[src/hdl/ttt_pkg.sv]
// shared types, constants and codes of the time triggered task table
package ttt_pkg;

  localparam int SLOTS   = 16;
  localparam int IDX_W   = (SLOTS > 1) ? $clog2(SLOTS) : 1;
  localparam int MAX_OUT = 16;
  localparam int CNT_W   = $clog2(MAX_OUT + 1);
  localparam int CMP_W   = (IDX_W > 4) ? IDX_W : 4;

  typedef enum logic [1:0] {
    ACT_ADD  = 2'd0,
    ACT_DEL  = 2'd1,
    ACT_TICK = 2'd2,
    ACT_DISP = 2'd3
  } action_e;

  typedef enum logic [1:0] {
    ST_OK    = 2'd0,
    ST_FULL  = 2'd1,
    ST_EMPTY = 2'd2
  } status_e;

  typedef enum logic [1:0] {
    S_IDLE,
    S_SCAN,
    S_FINISH
  } state_e;

  typedef struct packed {
    logic        used;
    logic [7:0]  task_id;
    logic [15:0] delay;
    logic [15:0] period;
    logic        ready;
  } slot_t;

endpackage

[src/hdl/ttt_if.sv]
// valid/ready channel interfaces for commands and results
interface ttt_in_if;
  logic        valid;
  logic        ready;
  logic [1:0]  action;
  logic [7:0]  task_id;
  logic [15:0] first_delay;
  logic [15:0] repeat_period;
  logic [3:0]  slot_sel;

  modport source (output valid, action, task_id, first_delay, repeat_period, slot_sel,
                  input ready);
  modport sink (input valid, action, task_id, first_delay, repeat_period, slot_sel,
                output ready);
endinterface

interface ttt_out_if;
  logic       valid;
  logic       ready;
  logic [1:0] status;
  logic [3:0] slot_out;
  logic [7:0] run_task;
  logic       run_valid;
  logic       last;

  modport source (output valid, status, slot_out, run_task, run_valid, last, input ready);
  modport sink (input valid, status, slot_out, run_task, run_valid, last, output ready);
endinterface

[src/hdl/ttt_cell.sv]
// one slot of the rotating task ring
module ttt_cell (
  input  logic          clk_i,
  input  logic          rst_ni,
  input  logic          shift_i,
  input  ttt_pkg::slot_t slot_i,
  output ttt_pkg::slot_t slot_o
);
  import ttt_pkg::*;

  slot_t slot_q;

  always_ff @(posedge clk_i or negedge rst_ni) begin
    if (!rst_ni) begin
      slot_q <= '0;
    end else if (shift_i) begin
      slot_q <= slot_i;
    end
  end

  assign slot_o = slot_q;

endmodule

[src/hdl/ttt_ctrl.sv]
// sequencer and head update of the task ring, with result buffering
module ttt_ctrl (
  input  logic           clk_i,
  input  logic           rst_ni,
  ttt_in_if.sink         in_i,
  ttt_out_if.source      out_o,
  input  ttt_pkg::slot_t head_i,
  output logic           shift_o,
  output ttt_pkg::slot_t rec_o
);
  import ttt_pkg::*;

  state_e      state_q, state_d;
  action_e     act_q, act_d;
  logic [7:0]  tid_q, tid_d;
  logic [15:0] dly_q, dly_d;
  logic [15:0] per_q, per_d;
  logic [3:0]  sel_q, sel_d;
  logic [IDX_W-1:0] idx_q, idx_d;
  logic        found_q, found_d;
  logic [3:0]  slot_q, slot_d;
  logic [CNT_W-1:0] n_q, n_d;

  logic        pend_valid_q, pend_valid_d;
  logic [3:0]  pend_slot_q, pend_slot_d;
  logic [7:0]  pend_task_q, pend_task_d;

  logic        out_valid_q, out_valid_d;
  logic [1:0]  out_status_q, out_status_d;
  logic [3:0]  out_slot_q, out_slot_d;
  logic [7:0]  out_task_q, out_task_d;
  logic        out_run_q, out_run_d;
  logic        out_last_q, out_last_d;

  slot_t proc;
  logic  hit, stall, out_free;

  assign out_free = !out_valid_q || out_o.ready;

  always_comb begin
    state_d      = state_q;
    act_d        = act_q;
    tid_d        = tid_q;
    dly_d        = dly_q;
    per_d        = per_q;
    sel_d        = sel_q;
    idx_d        = idx_q;
    found_d      = found_q;
    slot_d       = slot_q;
    n_d          = n_q;
    pend_valid_d = pend_valid_q;
    pend_slot_d  = pend_slot_q;
    pend_task_d  = pend_task_q;
    out_valid_d  = out_valid_q && !out_o.ready;
    out_status_d = out_status_q;
    out_slot_d   = out_slot_q;
    out_task_d   = out_task_q;
    out_run_d    = out_run_q;
    out_last_d   = out_last_q;
    in_i.ready   = (state_q == S_IDLE);
    shift_o      = 1'b0;
    rec_o        = head_i;

    // update of the slot passing the head
    proc = head_i;
    hit  = 1'b0;
    unique case (act_q)
      ACT_ADD: begin
        if (!head_i.used && !found_q) begin
          proc = '{used: 1'b1, task_id: tid_q, delay: dly_q, period: per_q, ready: 1'b0};
        end
      end
      ACT_DEL: begin
        if (CMP_W'(idx_q) == CMP_W'(sel_q) && head_i.used) begin
          proc = '0;
        end
      end
      ACT_TICK: begin
        if (head_i.used) begin
          if (head_i.delay == 16'd0) begin
            proc.ready = 1'b1;
            if (head_i.period != 16'd0) begin
              proc.delay = head_i.period;
            end
          end else begin
            proc.delay = head_i.delay - 16'd1;
          end
        end
      end
      ACT_DISP: begin
        if (head_i.used && head_i.ready && n_q < CNT_W'(MAX_OUT)) begin
          hit        = 1'b1;
          proc.ready = 1'b0;
          if (head_i.period == 16'd0) begin
            proc = '0;
          end
        end
      end
      default: ;
    endcase
    // a new dispatch hit needs the held one to move on to the output register
    stall = hit && pend_valid_q && !out_free;

    unique case (state_q)
      S_IDLE: begin
        if (in_i.valid) begin
          act_d        = action_e'(in_i.action);
          tid_d        = in_i.task_id;
          dly_d        = in_i.first_delay;
          per_d        = in_i.repeat_period;
          sel_d        = in_i.slot_sel;
          idx_d        = '0;
          found_d      = 1'b0;
          slot_d       = 4'd0;
          n_d          = '0;
          pend_valid_d = 1'b0;
          state_d      = S_SCAN;
        end
      end
      S_SCAN: begin
        if (!stall) begin
          shift_o = 1'b1;
          rec_o   = proc;
          if (act_q == ACT_ADD && !head_i.used && !found_q) begin
            found_d = 1'b1;
            slot_d  = 4'(idx_q);
          end
          if (act_q == ACT_DEL && CMP_W'(idx_q) == CMP_W'(sel_q) && head_i.used) begin
            found_d = 1'b1;
          end
          if (hit) begin
            n_d = n_q + CNT_W'(1);
            if (pend_valid_q) begin
              out_valid_d  = 1'b1;
              out_status_d = ST_OK;
              out_slot_d   = pend_slot_q;
              out_task_d   = pend_task_q;
              out_run_d    = 1'b1;
              out_last_d   = 1'b0;
            end
            pend_valid_d = 1'b1;
            pend_slot_d  = 4'(idx_q);
            pend_task_d  = head_i.task_id;
          end
          if (idx_q == IDX_W'(SLOTS - 1)) begin
            idx_d   = '0;
            state_d = S_FINISH;
          end else begin
            idx_d = idx_q + IDX_W'(1);
          end
        end
      end
      S_FINISH: begin
        if (out_free) begin
          out_valid_d  = 1'b1;
          out_status_d = ST_OK;
          out_slot_d   = 4'd0;
          out_task_d   = 8'd0;
          out_run_d    = 1'b0;
          out_last_d   = 1'b1;
          unique case (act_q)
            ACT_ADD: begin
              out_status_d = found_q ? ST_OK : ST_FULL;
              out_slot_d   = found_q ? slot_q : 4'd0;
            end
            ACT_DEL: begin
              out_status_d = found_q ? ST_OK : ST_EMPTY;
              out_slot_d   = sel_q;
            end
            ACT_DISP: begin
              if (pend_valid_q) begin
                out_slot_d = pend_slot_q;
                out_task_d = pend_task_q;
                out_run_d  = 1'b1;
              end
            end
            default: ;
          endcase
          pend_valid_d = 1'b0;
          state_d      = S_IDLE;
        end
      end
      default: state_d = S_IDLE;
    endcase
  end

  always_ff @(posedge clk_i or negedge rst_ni) begin
    if (!rst_ni) begin
      state_q      <= S_IDLE;
      act_q        <= ACT_ADD;
      idx_q        <= '0;
      found_q      <= 1'b0;
      n_q          <= '0;
      pend_valid_q <= 1'b0;
      out_valid_q  <= 1'b0;
    end else begin
      state_q      <= state_d;
      act_q        <= act_d;
      idx_q        <= idx_d;
      found_q      <= found_d;
      n_q          <= n_d;
      pend_valid_q <= pend_valid_d;
      out_valid_q  <= out_valid_d;
    end
  end

  always_ff @(posedge clk_i) begin
    tid_q        <= tid_d;
    dly_q        <= dly_d;
    per_q        <= per_d;
    sel_q        <= sel_d;
    slot_q       <= slot_d;
    pend_slot_q  <= pend_slot_d;
    pend_task_q  <= pend_task_d;
    out_status_q <= out_status_d;
    out_slot_q   <= out_slot_d;
    out_task_q   <= out_task_d;
    out_run_q    <= out_run_d;
    out_last_q   <= out_last_d;
  end

  assign out_o.valid     = out_valid_q;
  assign out_o.status    = out_status_q;
  assign out_o.slot_out  = out_slot_q;
  assign out_o.run_task  = out_task_q;
  assign out_o.run_valid = out_run_q;
  assign out_o.last      = out_last_q;

endmodule

[src/hdl/time_triggered_task_table_top.sv]
// top level of the time triggered task table: ring of slot cells and its sequencer
//
// The task slots sit in a ring of cells that rotates by one slot per cycle, unless
// stalled, past a single update point, so every command (add, delete, tick, dispatch)
// takes one full turn of the ring: an item is taken in the idle state, the ring then
// rotates through all SLOTS slots in the scan state, and the finish state forms the result.
// During a dispatch the ring pauses while a result waits for the output register to
// drain, so a stalled result sink lengthens the command. Results of one command come
// out in slot order, the final one marked with last. All slots are empty after reset.
module time_triggered_task_table_top (
  input logic       clk_i,
  input logic       rst_ni,
  ttt_in_if.sink    in_i,
  ttt_out_if.source out_o
);
  import ttt_pkg::*;

  slot_t chain [SLOTS];
  slot_t rec;
  logic  shift;

  ttt_ctrl u_ctrl (
    .clk_i   (clk_i),
    .rst_ni  (rst_ni),
    .in_i    (in_i),
    .out_o   (out_o),
    .head_i  (chain[0]),
    .shift_o (shift),
    .rec_o   (rec)
  );

  // updated head slot re-enters at the tail
  for (genvar k = 0; k < SLOTS; k++) begin : g_cell
    if (k == SLOTS - 1) begin : g_tail
      ttt_cell u_cell (
        .clk_i   (clk_i),
        .rst_ni  (rst_ni),
        .shift_i (shift),
        .slot_i  (rec),
        .slot_o  (chain[k])
      );
    end else begin : g_body
      ttt_cell u_cell (
        .clk_i   (clk_i),
        .rst_ni  (rst_ni),
        .shift_i (shift),
        .slot_i  (chain[k+1]),
        .slot_o  (chain[k])
      );
    end
  end

endmodule

[src/flat_wrapper.sv]
// flat-port wrapper written by rule: the top's interface ports become plain ports
module time_triggered_task_table_top_flat import ttt_pkg::*;
  (clk_i, rst_ni, in_i_valid, in_i_action, in_i_task_id, in_i_first_delay, in_i_repeat_period, in_i_slot_sel, in_i_ready, out_o_valid, out_o_status, out_o_slot_out, out_o_run_task, out_o_run_valid, out_o_last, out_o_ready);
  ttt_in_if in_i_i ();
  ttt_out_if out_o_i ();
  input logic clk_i;
  input logic rst_ni;
  input wire logic [$bits(in_i_i.valid)-1:0] in_i_valid;
  input wire logic [$bits(in_i_i.action)-1:0] in_i_action;
  input wire logic [$bits(in_i_i.task_id)-1:0] in_i_task_id;
  input wire logic [$bits(in_i_i.first_delay)-1:0] in_i_first_delay;
  input wire logic [$bits(in_i_i.repeat_period)-1:0] in_i_repeat_period;
  input wire logic [$bits(in_i_i.slot_sel)-1:0] in_i_slot_sel;
  output wire logic [$bits(in_i_i.ready)-1:0] in_i_ready;
  output wire logic [$bits(out_o_i.valid)-1:0] out_o_valid;
  output wire logic [$bits(out_o_i.status)-1:0] out_o_status;
  output wire logic [$bits(out_o_i.slot_out)-1:0] out_o_slot_out;
  output wire logic [$bits(out_o_i.run_task)-1:0] out_o_run_task;
  output wire logic [$bits(out_o_i.run_valid)-1:0] out_o_run_valid;
  output wire logic [$bits(out_o_i.last)-1:0] out_o_last;
  input wire logic [$bits(out_o_i.ready)-1:0] out_o_ready;
  assign in_i_i.valid = in_i_valid;
  assign in_i_i.action = in_i_action;
  assign in_i_i.task_id = in_i_task_id;
  assign in_i_i.first_delay = in_i_first_delay;
  assign in_i_i.repeat_period = in_i_repeat_period;
  assign in_i_i.slot_sel = in_i_slot_sel;
  assign in_i_ready = in_i_i.ready;
  assign out_o_valid = out_o_i.valid;
  assign out_o_status = out_o_i.status;
  assign out_o_slot_out = out_o_i.slot_out;
  assign out_o_run_task = out_o_i.run_task;
  assign out_o_run_valid = out_o_i.run_valid;
  assign out_o_last = out_o_i.last;
  assign out_o_i.ready = out_o_ready;
  time_triggered_task_table_top u_core (.clk_i(clk_i), .rst_ni(rst_ni), .in_i(in_i_i), .out_o(out_o_i));
endmodule
[config.mk]
export PLATFORM = sky130hd
export DESIGN_NAME = time_triggered_task_table_top_flat
export DESIGN_NICKNAME = d
export VERILOG_FILES = /design/src/hdl/ttt_pkg.sv /design/src/hdl/ttt_if.sv /design/src/hdl/ttt_cell.sv /design/src/hdl/ttt_ctrl.sv /design/src/hdl/time_triggered_task_table_top.sv /design/src/flat_wrapper.sv
export SDC_FILE = /design/constraint.sdc
export NUM_CORES = 2
export LEC_CHECK = 0
export BUFFER_PORTS_ARGS = -buffer_cell sky130_fd_sc_hd__buf_2
export CORE_MARGIN = 8
export CORE_UTILIZATION = 63
export CTS_BUF_LIST = sky130_fd_sc_hd__clkbuf_16
export CTS_CLUSTER_DIAMETER = 150
export DETAILED_ROUTE_END_ITERATION = 10
export GPL_ROUTABILITY_DRIVEN = 0
export GPL_TIMING_DRIVEN = 0
export PLACE_DENSITY = 0.83
export SETUP_SLACK_MARGIN = 0.15
export SYNTH_ARGS = -nofsm -noshare
export SYNTH_HDL_FRONTEND = slang
export SYNTH_SLANG_ARGS = --single-unit
[constraint.sdc]
create_clock -name clk_i -period 6.1 [get_ports clk_i]
set_input_delay 0.915 -clock clk_i [delete_from_list [all_inputs] [get_ports clk_i]]
set_output_delay 0.915 -clock clk_i [all_outputs]
set_load 0.1 [all_outputs]
Word level (Yosys, flattened, before mapping)
Index checks and enable logic that the tools add are counted.
Word-level totals
  logic and storage cells: 237
  flip-flop bits (word level): 764
  output and inout port bits: 18
  input port bits: 50
Cells by class
  equal/unequal tests: 15
  magnitude comparators: 1
  bitwise logic cells: 1
  reductions and logical operators: 34
  multiplexer cells: 84
  add/sub/neg operators: 3
Operators by type and width (count)
  $mux W42: 6
  $pmux W16 S4: 1
  $mux W16: 3
  $mux W8: 6
  $pmux W16 S3: 1
  $mux W4: 11
  $logic_not A16 Y1: 2
  $mux W1: 28
  $pmux W9 S3: 1
  $pmux W4 S2: 3
  $mux W2: 9
  $pmux W8 S2: 1
  $reduce_and A4 Y1: 4
  $reduce_bool A16 Y1: 1
  $sub A16 B1 Y16 const B: 1
  $mux W5: 3
  $ne A2 B2 Y1 const B: 7
  $pmux W4 S3: 1
  $logic_and A1 B1 Y1: 11
  $pmux W5 S2: 1
  $reduce_and A5 Y1: 2
  $pmux W1 S2: 4
  $pmux W2 S2: 2
  $eq A2 B2 Y1 const B: 3
  other kinds (18): 26

Logic depth before layout (Yosys ltp)
  depth after elaboration: 8
  gate-level depth with buffers: 10
  depth with buffers taken out: 8

By module
A second synthesis with hierarchy kept.
Unflattened totals
  cell total of the unflattened synthesis: 1857
  area total of the unflattened synthesis: 33131.8 um^2
By module, submodules not included
  ttt_cell: times used 16, cells each 89, seq. area each 1051.0 um^2, area an instance 1765.4 um^2
  ttt_ctrl: times used 1, cells each 433, seq. area each 2682.6 um^2, area an instance 4884.7 um^2

Worst setup path before layout
Ideal clock, no wire load.
  path kind: flip-flop to flip-flop
  from: register u_core.u_ctrl.state_q[0]
  to: register u_core.u_ctrl.dly_q[0] (enable)
  path buffers: 0
  library setup time: 0.400 ns
  path slack: 3.147 ns
  clock period less this slack: 2.953 ns
  data required time: 5.700 ns
  cell stages (with the launch flop): 5
  arrival time: 2.552 ns
  cells stage by stage: dfrtp_1 > inv_1 > ha_1 > nand2_1 > inv_1
On the way
  longest elaborated chain between the ends: 2
RTL lines
  from (decl): line ttt_ctrl.sv:13  | state_e state_q, state_d;
  from (signal assigned): line ttt_ctrl.sv:197  | state_q <= state_d;
  $logic_not A2 Y1
  net in_i_ready: line flat_wrapper.sv:14  | output wire logic [$bits(in_i_i.ready)-1:0] in_i_ready;
  $reduce_and A2 Y1 (no source line)
  to (signal assigned): line ttt_ctrl.sv:209  | dly_q <= dly_d;
  to (decl): line ttt_ctrl.sv:16  | logic [15:0] dly_q, dly_d;
The timed path passes the listed nets, and every way through them passes these cells.
A chain may end at the register's enable or synchronous reset.

Final worst setup path
  from: register u_core.u_ctrl.state_q[1]
  to: register u_core.g_cell[0].g_body.u_cell.slot_q, in the netlist u_core.g_cell[0].g_body.u_cell.slot_o[5]
On the way
  longest elaborated chain between the ends: 2
RTL lines
  $eq A2 B1 Y1: line ttt_ctrl.sv:104  | unique case (state_q)
  $mux W1: line ttt_ctrl.sv:104
  to (signal assigned): line ttt_cell.sv:17  | slot_q <= slot_i;
  to (decl): line ttt_cell.sv:11  | slot_t slot_q;
Every way passes these cells.

==> impl_metrics.ini <==
[critical_path]
worst-path-stages = 9
crit_fanout = 10
critical_path_arrival_ns = 3.75
worstPathCellList = inv_1, ha_1, buf_2, clkinv_1, nor2_1, clkbuf_1, clkbuf_1, nand2_1, nand2_1
ff2ff_path_depth = 9
critical-path-max-stage-delay_ns = 0.68
cp-end-kind = register
worstSetupPathType = register to register
cp_top_family = buffers and inverters
crit_slowest_cell = clkbuf_1
required_ns = 6.64
path_buf_inv = 5
cp-start-kind = register

[detailed_routing]
dr.first_iter.drc_count = 2584
drc = 0
vias = 23200
drt_wl_total_um = 76900
wl_per_cell_um = 18.9
dr.pass1.iters = 8
vias_per_cell = 5.71
ant_nets = 0

[yosys]
synth_top_family_by_area = simple AND/OR/NAND/NOR gates
netlist_top_cells_count = 1936 x nand2_1, 688 x dfrtp_1, 99 x buf_2
synth_fp_nets = 3306
yosysSeqAreaShare_pct = 64.6
yosysWarningCount = 0
synthMuxAreaShare_pct = 1.25
synth_top_area_share_pct = 57.0
synth.distinct_cells = 65
synth_fa_ha_area_share_pct = 0.332
syn_area_um2 = 30200
synth.avg_cell_area_um2 = 9.29
synth_compound_area_share_pct = 3.58
synthTopCellsByArea = dfrtp_1 57%, nand2_1 24%, edfxtp_1 7.6%
yosysTopAreaCell = dfrtp_1
synth-edff-count = 76
synth_simple_gate_area_share_pct = 27.0
synth_xor_area_share_pct = 0.174
synth_cells = 3248
ys.flop_type = dfrtp_1
postSynth.asyncResetShare_pct = 90.1
yosysMostFrequentCell = nand2_1
ys_seq_elements = 764

[cells_and_area]
layout-drive-gt1-share_pct = 8.78
final_net_count = 3455
fin_util_pct = 70.9
final_cells = 4067
area_growth_pct = 11.7
antenna_cells = 0

[clocking]
cts_sinks = 764
cts_hold_buf = 0
clk_path_buf_depth = 3
cts_made_buffers = 74
htreeDepth = 3
path_clk_slew_ns = 0.06
cts_tree = done
root_buffer = clkbuf_16
postCtsResizedCells = 0
worstSkewPairLatency_ns = 0.61
postCtsSetupRepairBufs = 0

[floorplanning]
die_y_um = 235
initial_core_util_pct = 63.5
die_w_um = 235
core_area_um2 = 47500
dieArea_um2 = 55200
fp-row-count = 80
design.portCount = 68

[power_and_ir_drop]
leakage_nw = 18.3
irDropWorstVdd_uv = 321
pwr_density_cell_nw_per_um2 = 529

[sta]
fin_crit_sh_pct = 52.6
fin_skew_ns = 0.0175
whs_ns = 0.325
finalHoldViolCount = 0
tightest_slew_ns = 1.02
slew_headroom_pct = 31.9
final.min_clock_period_ns = 3.21
rsz0062_at_grt = false
clock.fmax_mhz = 312
finalSetupViolCount = 0
slew_viol_final = 0

[global_routing]
grt_max_degree = 136
antenna_found_initial = 0
grt_pass1_vias = 23700
grt.overflow.total = 0
grt_usage_pct = 27.8
grt_pass1_wl_um = 123000

[placed_design]
dp_cells = 3936
dp_hpwl_um = 52700
io_buffers = 67

[job]
maxCapViolCount = 0

[worst_hold_path]
min_path_type = input pin to asynchronous set/reset pin

[run_status]
status = finished clean
## worst paths after layout
| path | end | slack (ns) | startpoint |
|---|---|---|---|
| setup reg to reg | u_core.g_cell[0].g_body.u_cell.slot_o[5]$_DFFE_PN0P_ | 2.89 | u_core.u_ctrl.state_q[1]$_DFFE_PN0P_ |
| min in group clk_i | u_core.g_cell[1].g_body.u_cell.slot_o[36]$_DFFE_PN0P_ | 0.46 | u_core.g_cell[2].g_body.u_cell.slot_o[36]$_DFFE_PN0P_ |
| hold reg to reg | u_core.g_cell[1].g_body.u_cell.slot_o[36]$_DFFE_PN0P_ | 0.46 | u_core.g_cell[2].g_body.u_cell.slot_o[36]$_DFFE_PN0P_ |
| hold / removal | u_core.g_cell[8].g_body.u_cell.slot_o[0]$_DFFE_PN0P_ | 0.33 | rst_ni |
| setup / recovery | u_core.g_cell[0].g_body.u_cell.slot_o[5]$_DFFE_PN0P_ | 2.89 | u_core.u_ctrl.state_q[1]$_DFFE_PN0P_ |
| max in group asynchronous | u_core.g_cell[9].g_body.u_cell.slot_o[17]$_DFFE_PN0P_ | 4.09 | rst_ni |
## state kept, by name (all words and copies together), names as in the netlist, 2 cells and up
| name | flops |
|---|---|
| u_core.g_cell.g_body.u_cell.slot_o | 630 |
| u_core.g_cell.g_tail.u_cell.slot_o | 42 |
| u_core.u_ctrl.act_q | 2 |
| u_core.u_ctrl.dly_q | 16 |
| u_core.u_ctrl.idx_q | 4 |
| u_core.u_ctrl.n_q | 5 |
| u_core.u_ctrl.out_o.run_task | 8 |
| u_core.u_ctrl.out_o.slot_out | 4 |
| u_core.u_ctrl.out_o.status | 2 |
| u_core.u_ctrl.pend_slot_q | 4 |
| u_core.u_ctrl.pend_task_q | 8 |
| u_core.u_ctrl.per_q | 16 |
| u_core.u_ctrl.sel_q | 4 |
| u_core.u_ctrl.slot_q | 4 |
| u_core.u_ctrl.state_q | 2 |
| u_core.u_ctrl.tid_q | 8 |
## logic make-up after synthesis
group                      after synthesis
and+or+nand+nor                       2083
DFF                                    764
adders and majority gates                8
buffers and inverters                  192
xor gates and xnor gates                 6
AOI/OAI and AO/OA                      158
muxes                                   37
## per-stage QoR
step	total power [mW]	instance area (µm²)	worst slack, ns	setup TNS (ns)
6_report	17.8	33700	2.89	0
3_3_place_gp	13.0	31300	-9.22	-6272.54
2_1_floorplan	11.4	30200	3.15	0
4_1_cts	17.7	33700	3.03	0
5_1_grt	18.7	33700	2.82	0
3_5_place_dp	13.3	31500	2.69	0
## report_power, final
| group | internal [mW] | total (mW) | switching [mW] |
|---|---|---|---|
| clock | 2.39 | 4.28 | 1.89 |
| combinational | 1.66 | 5.79 | 4.13 |
| sequential | 6.66 | 7.76 | 1.10 |
## cells in the final DEF (no fill, tap or decap), types with 8 or more instances in the layout
cell / count
clkbuf_1: 65
nand3_1: 17
o21ai_0: 27
clkbuf_16: 80
clkinv_2: 8
clkinv_1: 15
nor4_1: 9
a221o_1: 23
buf_2: 165
a21oi_1: 42
dfrtp_1: 688
nor3_1: 34
buf_6: 8
ha_1: 8
nand2_1: 1936
a31oi_1: 18
inv_1: 33
mux2i_1: 34
and2_1: 15
edfxtp_1: 76
nor2_1: 26
## area by class of cell
cell class	instances	area [µm²]
plain buffers	182	897
inverters	10	37.5
well taps	615	769
fillers	3241	13800
clock buffers	80	2000
clock inverters	51	241
repair buffers	73	503
flip-flops and latches	764	19500
multi-input cells	2292	9760
## metal layers
metal  GRT usage [%]  up-vias  part of all wire (%)
li1                -    10500                     -
met1            36.8    11300                    40
met2            44.2     1061                    47
met3            6.50      282                   8.6
met4            11.6        0                   4.6
met5               0        -                     0
Power figures use the tool's default switching activity.
